`src/sv/cuns_pkg.sv`:
```
`timescale 1ns / 1ps
// shared types and constants of the control-unit next-state sequencer
// no dependencies

package cuns_pkg;

    localparam int STATE_W  = 6;
    localparam int OPCODE_W = 8;
    localparam int KEY_W    = STATE_W + OPCODE_W + 2;
    localparam int IN_TDATA_W  = 16;
    localparam int OUT_TDATA_W = 8;

    localparam logic [STATE_W-1:0] FETCH_STATE = '0;

    typedef logic [STATE_W-1:0] state_code_t;
    typedef logic [KEY_W-1:0]   seq_key_t;

    // lookup outcome from the sequencing table
    typedef struct packed {
        logic        hit;
        state_code_t next;
    } cuns_match_t;

endpackage

```
`src/sv/control_unit_next_state.sv`:
```
`timescale 1ns / 1ps
// top level of the control-unit next-state sequencer
// depends on cuns_pkg and cuns_match
//
// usage
//   input stream (s_*): one transfer per control step, carrying the opcode and
//   the alu zero and carry flags. output stream (m_*): one transfer per input
//   transfer, carrying the new state code and whether a table row matched.
//   the state register starts at the fetch start state (zero) after reset and
//   is updated as each step leaves the input register for the result register.
// pipeline and throughput
//   an accepted transfer passes through the input register, then the result
//   register, to m_tdata; one transfer per cycle is sustained while m_tready
//   is high, with a combinational table match feeding the result and state registers.
// reset
//   rst_n clears the state register and both valid flags asynchronously.
// stall
//   when m_tready is low the result register holds; the input register still
//   takes one transfer, then s_tready falls until the result is taken.

module control_unit_next_state
    import cuns_pkg::*;
(
    input  logic                   clk,
    input  logic                   rst_n,
    input  logic                   s_tvalid,
    output logic                   s_tready,
    input  logic [IN_TDATA_W-1:0]  s_tdata,   // opcode[7:0], zero_flag[8], carry_flag[9], zero fill
    output logic                   m_tvalid,
    input  logic                   m_tready,
    output logic [OUT_TDATA_W-1:0] m_tdata    // next_state[5:0], row_matched[6], zero fill
);

    // input register
    logic                in_valid_reg;
    logic [OPCODE_W-1:0] opcode_reg;
    logic                zero_flag_reg;
    logic                carry_flag_reg;

    // state and result register
    state_code_t state_reg;
    logic        out_valid_reg;
    state_code_t out_next_state_reg;
    logic        out_row_matched_reg;

    logic        advance;
    seq_key_t    key;
    cuns_match_t match;

    // result register is free when empty or being taken this cycle
    assign advance  = !out_valid_reg || m_tready;
    assign s_tready = !in_valid_reg || advance;

    assign key = {state_reg, opcode_reg, zero_flag_reg, carry_flag_reg};

    cuns_match u_match
    (
        .key    (key),
        .result (match)
    );

    always_ff @(posedge clk or negedge rst_n)
    begin
        if (!rst_n)
        begin
            in_valid_reg <= 1'b0;
        end
        else if (s_tready)
        begin
            in_valid_reg <= s_tvalid;
        end
    end

    // payload of the input register
    always_ff @(posedge clk)
    begin
        if (s_tready && s_tvalid)
        begin
            opcode_reg     <= s_tdata[OPCODE_W-1:0];
            zero_flag_reg  <= s_tdata[OPCODE_W];
            carry_flag_reg <= s_tdata[OPCODE_W+1];
        end
    end

    // state advances exactly once per step, together with the result load
    always_ff @(posedge clk or negedge rst_n)
    begin
        if (!rst_n)
        begin
            state_reg     <= FETCH_STATE;
            out_valid_reg <= 1'b0;
        end
        else if (advance)
        begin
            out_valid_reg <= in_valid_reg;
            if (in_valid_reg)
            begin
                state_reg <= match.next;
            end
        end
    end

    always_ff @(posedge clk)
    begin
        if (advance && in_valid_reg)
        begin
            out_next_state_reg  <= match.next;
            out_row_matched_reg <= match.hit;
        end
    end

    assign m_tvalid = out_valid_reg;
    assign m_tdata  = {1'b0, out_row_matched_reg, out_next_state_reg};

`ifndef NO_ASSERTIONS
    // the reported state is the one now held for the next step
    a_state_tracks_result: assert property (@(posedge clk) disable iff (!rst_n)
        (advance && in_valid_reg) |=> (state_reg == out_next_state_reg))
        else $error("state register differs from reported next state");

    // a miss always falls back to the fetch start state
    a_miss_goes_to_fetch: assert property (@(posedge clk) disable iff (!rst_n)
        (out_valid_reg && !out_row_matched_reg) |-> (out_next_state_reg == FETCH_STATE))
        else $error("unmatched step did not return to fetch state");

    // no step moved, so the state holds
    a_state_holds: assert property (@(posedge clk) disable iff (!rst_n)
        !(advance && in_valid_reg) |=> $stable(state_reg))
        else $error("state changed without a step");

    // an empty result register never blocks the input
    a_ready_when_empty: assert property (@(posedge clk) disable iff (!rst_n)
        !out_valid_reg |-> s_tready)
        else $error("input stalled with empty result register");
`endif

endmodule

```
`src/sv/cuns_match.sv`:
```
`timescale 1ns / 1ps
// first-match lookup of the sequencing table
// depends on cuns_pkg

module cuns_match
    import cuns_pkg::*;
(
    input  seq_key_t    key,    // state, opcode c7..c0, zero, carry; msb first
    output cuns_match_t result
);

    // earlier arms take priority over later ones
    always_comb
    begin
        result.hit  = 1'b1;
        result.next = FETCH_STATE;
        casez (key)
            16'b000000??????????: result.next = 6'b000001;
            16'b00000100????????: result.next = 6'b000010;
            16'b0000010100??????: result.next = 6'b001100;
            16'b0000010110??????: result.next = 6'b001111;
            16'b00000110?1??????: result.next = 6'b010101;
            16'b000001011100????: result.next = 6'b010000;
            16'b00000111000011??: result.next = 6'b010000;
            16'b00000111000100??: result.next = 6'b010000;
            16'b00000101110100??: result.next = 6'b010000;
            16'b00000110000000??: result.next = 6'b001110;
            16'b00000110000001??: result.next = 6'b010111;
            16'b00000110000010??: result.next = 6'b011000;
            16'b00000111000001??: result.next = 6'b011010;
            16'b00000111000101??: result.next = 6'b100000;
            16'b00000111000000??: result.next = 6'b100000;
            16'b00000111000010??: result.next = 6'b100101;
            16'b000010??00??????: result.next = 6'b000011;
            16'b000010??0100????: result.next = 6'b000100;
            16'b000010??0110????: result.next = 6'b000110;
            16'b000010??0111????: result.next = 6'b000111;
            16'b000010??1000????: result.next = 6'b001001;
            16'b000010??1001????: result.next = 6'b001010;
            16'b000010??1010????: result.next = 6'b001011;
            16'b000010??1011????: result.next = 6'b001000;
            16'b000010??11??????: result.next = 6'b000101;
            16'b000011??????????: result.next = 6'b000000;
            16'b000100??????????: result.next = 6'b000000;
            16'b000101??????????: result.next = 6'b000000;
            16'b000110??????????: result.next = 6'b000000;
            16'b000111??????????: result.next = 6'b000000;
            16'b001000??????????: result.next = 6'b000000;
            16'b001001??????????: result.next = 6'b000000;
            16'b001010??????????: result.next = 6'b000000;
            16'b001011??????????: result.next = 6'b000000;
            16'b001100???000????: result.next = 6'b101100;
            16'b001100???00100??: result.next = 6'b000100;
            16'b001100???00101??: result.next = 6'b000101;
            16'b001100???00110??: result.next = 6'b000110;
            16'b001100???00111??: result.next = 6'b000111;
            16'b001100???01?00??: result.next = 6'b001001;
            16'b001100???01?01??: result.next = 6'b001010;
            16'b001100???01?10??: result.next = 6'b001011;
            16'b001100???01?11??: result.next = 6'b001101;
            16'b001100???1??????: result.next = 6'b010011;
            16'b001101??????????: result.next = 6'b000000;
            16'b001110??????????: result.next = 6'b000000;
            16'b001111011000????: result.next = 6'b100111;
            16'b001111????0100??: result.next = 6'b000100;
            16'b001111????0101??: result.next = 6'b000101;
            16'b001111????0110??: result.next = 6'b000110;
            16'b001111????0111??: result.next = 6'b000111;
            16'b001111????1?00??: result.next = 6'b001001;
            16'b001111????1?01??: result.next = 6'b001010;
            16'b001111????1?10??: result.next = 6'b001011;
            16'b010000??????????: result.next = 6'b010001;
            16'b010001?????000??: result.next = 6'b010010;
            16'b010001?????001??: result.next = 6'b001100;
            16'b010001011100101?: result.next = 6'b010100;
            16'b01000101110011?1: result.next = 6'b010100;
            16'b01000101110100??: result.next = 6'b010100;
            16'b01000111000011??: result.next = 6'b100110;
            16'b01000111000100??: result.next = 6'b011010;
            16'b010001?????0100?: result.next = 6'b000000;
            16'b010001?????011?0: result.next = 6'b000000;
            16'b010010??????????: result.next = 6'b000100;
            16'b010011??????????: result.next = 6'b000000;
            16'b010100??????????: result.next = 6'b000000;
            16'b010101??????????: result.next = 6'b010110;
            16'b010110??0???????: result.next = 6'b001100;
            16'b010110??1???????: result.next = 6'b010010;
            16'b010111??????????: result.next = 6'b000000;
            16'b011000??????????: result.next = 6'b000000;
            16'b01100111000110??: result.next = 6'b011010;
            16'b01101011000001??: result.next = 6'b100100;
            16'b01101011000100??: result.next = 6'b011100;
            16'b01101011000110??: result.next = 6'b011101;
            16'b01110111000110??: result.next = 6'b101000;
            16'b01110011000100??: result.next = 6'b101000;
            16'b01110011000110??: result.next = 6'b101010;
            16'b01110111000100??: result.next = 6'b010100;
            16'b01111011000110??: result.next = 6'b000000;
            16'b01111111000101??: result.next = 6'b100001;
            16'b01111111000000??: result.next = 6'b100001;
            16'b10000011000101??: result.next = 6'b011111;
            16'b10000011000000??: result.next = 6'b011111;
            16'b10000111000101??: result.next = 6'b101001;
            16'b10000111000000??: result.next = 6'b101001;
            16'b10001011000000??: result.next = 6'b101011;
            16'b10001111000000??: result.next = 6'b000000;
            16'b10010011000001??: result.next = 6'b000000;
            16'b10010111000010??: result.next = 6'b011111;
            16'b10011011000011??: result.next = 6'b000000;
            16'b10100011000100??: result.next = 6'b011101;
            16'b10100011000110??: result.next = 6'b011100;
            16'b10100111000101??: result.next = 6'b000000;
            16'b10100111000000??: result.next = 6'b100010;
            16'b10101011000110??: result.next = 6'b011101;
            16'b10101111000000??: result.next = 6'b100011;
            16'b101100???000????: result.next = 6'b000000;
            default:
            begin
                result.hit  = 1'b0;
                result.next = FETCH_STATE;
            end
        endcase
    end

endmodule
```
`config.mk`:
```
export PLATFORM = sky130hd
export DESIGN_NAME = control_unit_next_state
export DESIGN_NICKNAME = d
export VERILOG_FILES = /design/src/sv/cuns_pkg.sv /design/src/sv/control_unit_next_state.sv /design/src/sv/cuns_match.sv
export SDC_FILE = /design/constraint.sdc
export NUM_CORES = 1
export LEC_CHECK = 0
export BUFFER_PORTS_ARGS = -buffer_cell sky130_fd_sc_hd__buf_2
export CORE_MARGIN = 2
export CORE_UTILIZATION = 53
export DETAILED_ROUTE_END_ITERATION = 10
export HOLD_SLACK_MARGIN = 0.15
export PLACE_DENSITY_LB_ADDON = 0.25
export SYNTH_ARGS = -nofsm -noshare
export SYNTH_HDL_FRONTEND = slang
export SYNTH_SLANG_ARGS = --single-unit
export TNS_END_PERCENT = 5
```
`constraint.sdc`:
```
create_clock -name clk -period 2.5 [get_ports clk]
set_input_delay 0.375 -clock clk [delete_from_list [all_inputs] [get_ports clk]]
set_output_delay 0.375 -clock clk [all_outputs]
set_load 0.01 [all_outputs]
```
# After elaboration in Yosys (flattened, before gate mapping)
# Index checks and enable logic that the tools add are counted.
# op_classes
n_eq_ne	98
mux	3
n_reduce_logical	29
# ops
op	n
== test 14 bit, second input constant	15
== test 14 x 13 -> 1 bit, second input constant	14
case mux 6 bit (30 select lines)	1
== test 14 x 9 -> 1 bit, second input constant	10
case mux 6 bit (17 select lines)	1
== test 10 x 8 -> 1 bit, second input constant	8
== test 10 x 6 -> 1 bit, second input constant	7
OR reduction 63 bit	1
== test 11 x 9 -> 1 bit, second input constant	4
== test 6 x 5 -> 1 bit, second input constant	7
== test 6 x 4 -> 1 bit, second input constant	6
== test 9 x 7 -> 1 bit, second input constant	4
OR reduction 36 bit	1
== test 15 x 14 -> 1 bit, second input constant	2
OR reduction 3 bit	10
== test 6 x 3 -> 1 bit, second input constant	4
== test 10 x 5 -> 1 bit, second input constant	2
== test 10 x 9 -> 1 bit, second input constant	2
== test 9 x 8 -> 1 bit, second input constant	2
== test 8 x 4 -> 1 bit, second input constant	2
== test 7 x 6 -> 1 bit, second input constant	2
OR reduction 2 bit	7
== test 12 x 10 -> 1 bit, second input constant	1
== test 12 x 7 -> 1 bit, second input constant	1
other kinds (13)	16
# word_totals
out_inout_bits	10
regBits	25
inputBits	20
word_cells	138

# Longest topological paths before layout
# logic_depth
word_depth	4
ltp_mapped	10
mapped_depth_nobuf	7

# Hierarchy
# From an unflattened synthesis, not the netlist that was laid out.
# hier_totals
cells_unflattened	290
area_unflattened_um2	2528.7
# by_module_without_submodules
module	instances	cells_per_inst	area_per_inst_um2
cuns_match	1	249	1652.8
control_unit_next_state	1	41	875.8

# Worst setup path before layout
# No wires, ideal clock.
# synth_path
kind	reg2reg
start	reg state_reg[2]
end	reg out_next_state_reg[4] (data pin)
setup_ps	271
path_stages_with_launch	10
t_required_ps	2229
n_path_buf	2
setup_slack_ps	31
arrival_ps	2198
period_less_slack_ps	2469
cell_sequence	dfrtp_1 buf_6 nor4b_4 nand2_2 or4_1 and3_1 and3_4 and2_4 buf_6 mux2i_1
# synth_rtl
item	line_no	source
from (decl)	control_unit_next_state.sv:41	state_code_t state_reg;
from (signal assigned)	control_unit_next_state.sv:98	state_reg <= match.next;
to (signal assigned)	control_unit_next_state.sv:107	out_next_state_reg <= match.next;
to (decl)	control_unit_next_state.sv:43	state_code_t out_next_state_reg;

==> results.py <==
metrics = {
    "placed_design": {
        "placed_cells": 408,
        "io_buffers": 22,
        "hpwl_um": 6530,
        "gp_congestion": 1.01,
    },
    "setup_path": {
        "crit_fanout": 9,
        "r2r_slack_ps": -30,
        "startpoint": "state_reg[1]$_DFFE_PN0P_",
        "critPathKind": "reg -> reg",
        "rr_startpoint": "state_reg[1]$_DFFE_PN0P_",
        "cp-start-kind": "flop",
        "cp.arrival_ps": 2550,
        "crit_required_ps": 2520,
        "end_kind": "flop",
    },
    "cells_and_area": {
        "drive_gt1_share_pct": 40.5,
        "fin_cells": 425,
        "area_delta_synth_final_pct": 36.0,
        "nNetsFinal": 394,
        "final_common_cell": "buf_4",
        "num_antenna_cells": 0,
        "most-common-layout-cells": "buf_4, nor2_1, buf_2, nand2_1, edfxtp_1",
        "largest_register_ffs": 8,
    },
    "clock_network": {
        "clk_latency_ps": 270,
        "cts_buffer_depth": 2,
        "cts_tree": "yes",
        "numCtsBuffers": 3,
        "clock-sinks": 25,
        "htreeDepth": 1,
        "clk_pin_slew_ps": 90,
        "cts_root_buf": "clkbuf_8",
    },
    "detailed_routing": {
        "ant_nets": 0,
        "viasPerCell": 6.74,
        "num_vias": 2863,
        "drtIter0Drc": 398,
        "detail_route.first_pass.iterations": 5,
        "wl_per_cell_um": 20.3,
        "drc": 0,
        "wirelength_um": 8630,
    },
    "timing": {
        "period_needed_ps": 2530,
        "rsz0062_at_grt": "true",
        "hold_viol": 0,
        "slew_headroom_pct": 61.1,
        "skew_ps": 7.91,
        "drv_slew": 0,
        "worst_pin_slew_ps": 583,
        "finalCritPeriodShare_pct": 101,
        "setup_slack_ps": -34.1,
        "fmax_ghz": 0.395,
        "setup_viol": 2,
    },
    "logic_synthesis": {
        "ys_seq_elements": 25,
        "yosys_most_used_dff": "edfxtp_1",
        "mappedNetlistArea_sq_um": 2380,
        "synth_edf_count": 17,
        "postSynth.asyncResetShare_pct": 32.0,
        "postSynthCellCount": 290,
        "yosysSeqAreaShare_pct": 29.8,
        "postSynthAreaPerCell_sq_um": 8.22,
        "synth.yosys.warnings": 0,
        "ys_types": 70,
        "synth.net_count": 310,
    },
    "run_status": {
        "outcome": "finished with violations",
        "violations": "setup timing",
    },
    "floorplan": {
        "row_count": 24,
        "die_area_sq_um": 5050,
        "start_util_pct": 54.8,
        "coreArea_sq_um": 4350,
        "fp.dieH_um": 71.1,
        "ioPinCount": 30,
        "die_x_um": 71.1,
    },
    "global_route": {
        "overflow": 0,
        "antenna_found_initial": 0,
        "grt_usage_pct": 34.0,
        "grt_pass1_vias": 2677,
        "grt_pass1_wl_um": 13400,
        "grt_max_degree": 15,
    },
    "run": {
        "drv_cap": 0,
    },
    "pwr": {
        "comb_power_share_pct": 65.3,
        "finalPower_mw": 2.56,
        "ir_drop_mv": 0.437,
        "p_int_mw": 1.45,
        "leakagePower_nw": 1.31,
        "clockPowerShare_pct": 9.5,
        "p_sw_share_pct": 43.1,
        "seqPwrFrac_pct": 25.2,
        "powerDensity_nw_per_um2": 788,
        "p_sw_mw": 1.10,
    },
    "min_path": {
        "hold_start": "s_tdata[6]",
        "min_path_type": "in -> reg",
    },
}
[what timing repair did]
action,CTS,global route
endpoints found under the hold margin,8,0
setup buffers,8,4
gates resized for setup,20,14
hold buffers,1,0
pin swaps,10,5
endpoints found under the setup margin,9,10
[cells by family (layout without fill, tap and decap cells)]
logic type	after synthesis	after routing	synth area share, %
muxes	7	7	3.10
DFF	25	25	29.8
and+or+nand+nor	158	158	39.6
xor gates and xnor gates	2	2	0.735
other	1	1	0.157
AOI/OAI and AO/OA	68	68	20.8
buffers and inverters	29	112	5.82
[power groups by stage]
stage | clock network, mW | logic [mW] | registers [mW]
floorplan | 0 | 0.908 | 0.612
global placement | 0 | 1.41 | 0.645
detailed placement | 0 | 1.42 | 0.649
CTS | 0.241 | 1.56 | 0.635
global route | 0.252 | 1.77 | 0.646
finish | 0.243 | 1.67 | 0.643
[metrics by stage]
stage | hold slack [ps] | setup slack, ps | TNS (ps) | util [%] | area, sq um
floorplan | 79.4 | 30.9 | 0 | - | 2380
global placement | 230 | -136 | -641 | 67.9 | 2960
detailed placement | 232 | -206 | -1000 | 67.9 | 2960
CTS | 278 | -8.52 | -10.0 | 72.5 | 3160
global route | 267 | -68.1 | -229 | 74.5 | 3240
finish | 281 | -34.1 | -54.6 | 74.5 | 3240
[area by class of cell]
type                       instances  area [sq um]
inverter                           3          11.3
fill                             294          1110
tap                               52          65.1
multi-input combinational        236          1660
clock buffer                       3          41.3
timing repair buffer             105           747
sequential                        25           716
clock inverter                     1          5.00
[cell usage after synthesis (4+ instances only)]
master	instances	share of area, %
o2111ai_1	4	1.5
nor4bb_1	4	1.7
nor3_1	14	2.9
buf_2	6	1.3
and3_1	5	1.3
dfrtp_1	8	8.4
o21ai_0	9	1.9
nand4_1	9	2.4
nor2b_1	12	3.1
nand3_1	13	2.7
o22ai_1	5	1.3
a31oi_1	6	1.6
a21oi_1	12	2.5
nand2_1	19	3.0
edfxtp_1	17	21
mux2i_1	4	1.7
and2_1	7	1.8
nand2b_1	10	2.6
nor4_1	9	2.4
nor2_1	29	4.6
clkbuf_1	14	2.2
[layer usage]
layer	track usage, %	up-vias	routed length, um
met5	0	-	0
met4	18.4	0	489
met3	3.99	52	869
met2	54.9	216	3960
met1	44.6	1310	3310
li1	-	1285	-
[worst paths after layout]
| kind | to | cells after the start |
|---|---|---|
| setup / recovery | out_next_state_reg[2]$_DFFE_PP_ | 8 |
| hold / removal | opcode_reg[6]$_DFFE_PP_ | 1 |
| setup reg to reg | out_next_state_reg[2]$_DFFE_PP_ | 8 |
| hold reg to reg | m_tvalid$_DFFE_PN0P_ | 1 |
| max in group asynchronous | state_reg[4]$_DFFE_PN0P_ | 2 |
| min in group asynchronous | state_reg[1]$_DFFE_PN0P_ | 2 |
[critical path: stages, from the launching register on]
cell	delay, ps
dfrtp_2	460
buf_6	160
nor4b_4	360
nand2_2	90
or4_4	540
and3_4	180
and3_4	190
and2_4	170
mux2i_1	130
No activity file was read; power rests on OpenSTA's default activity.
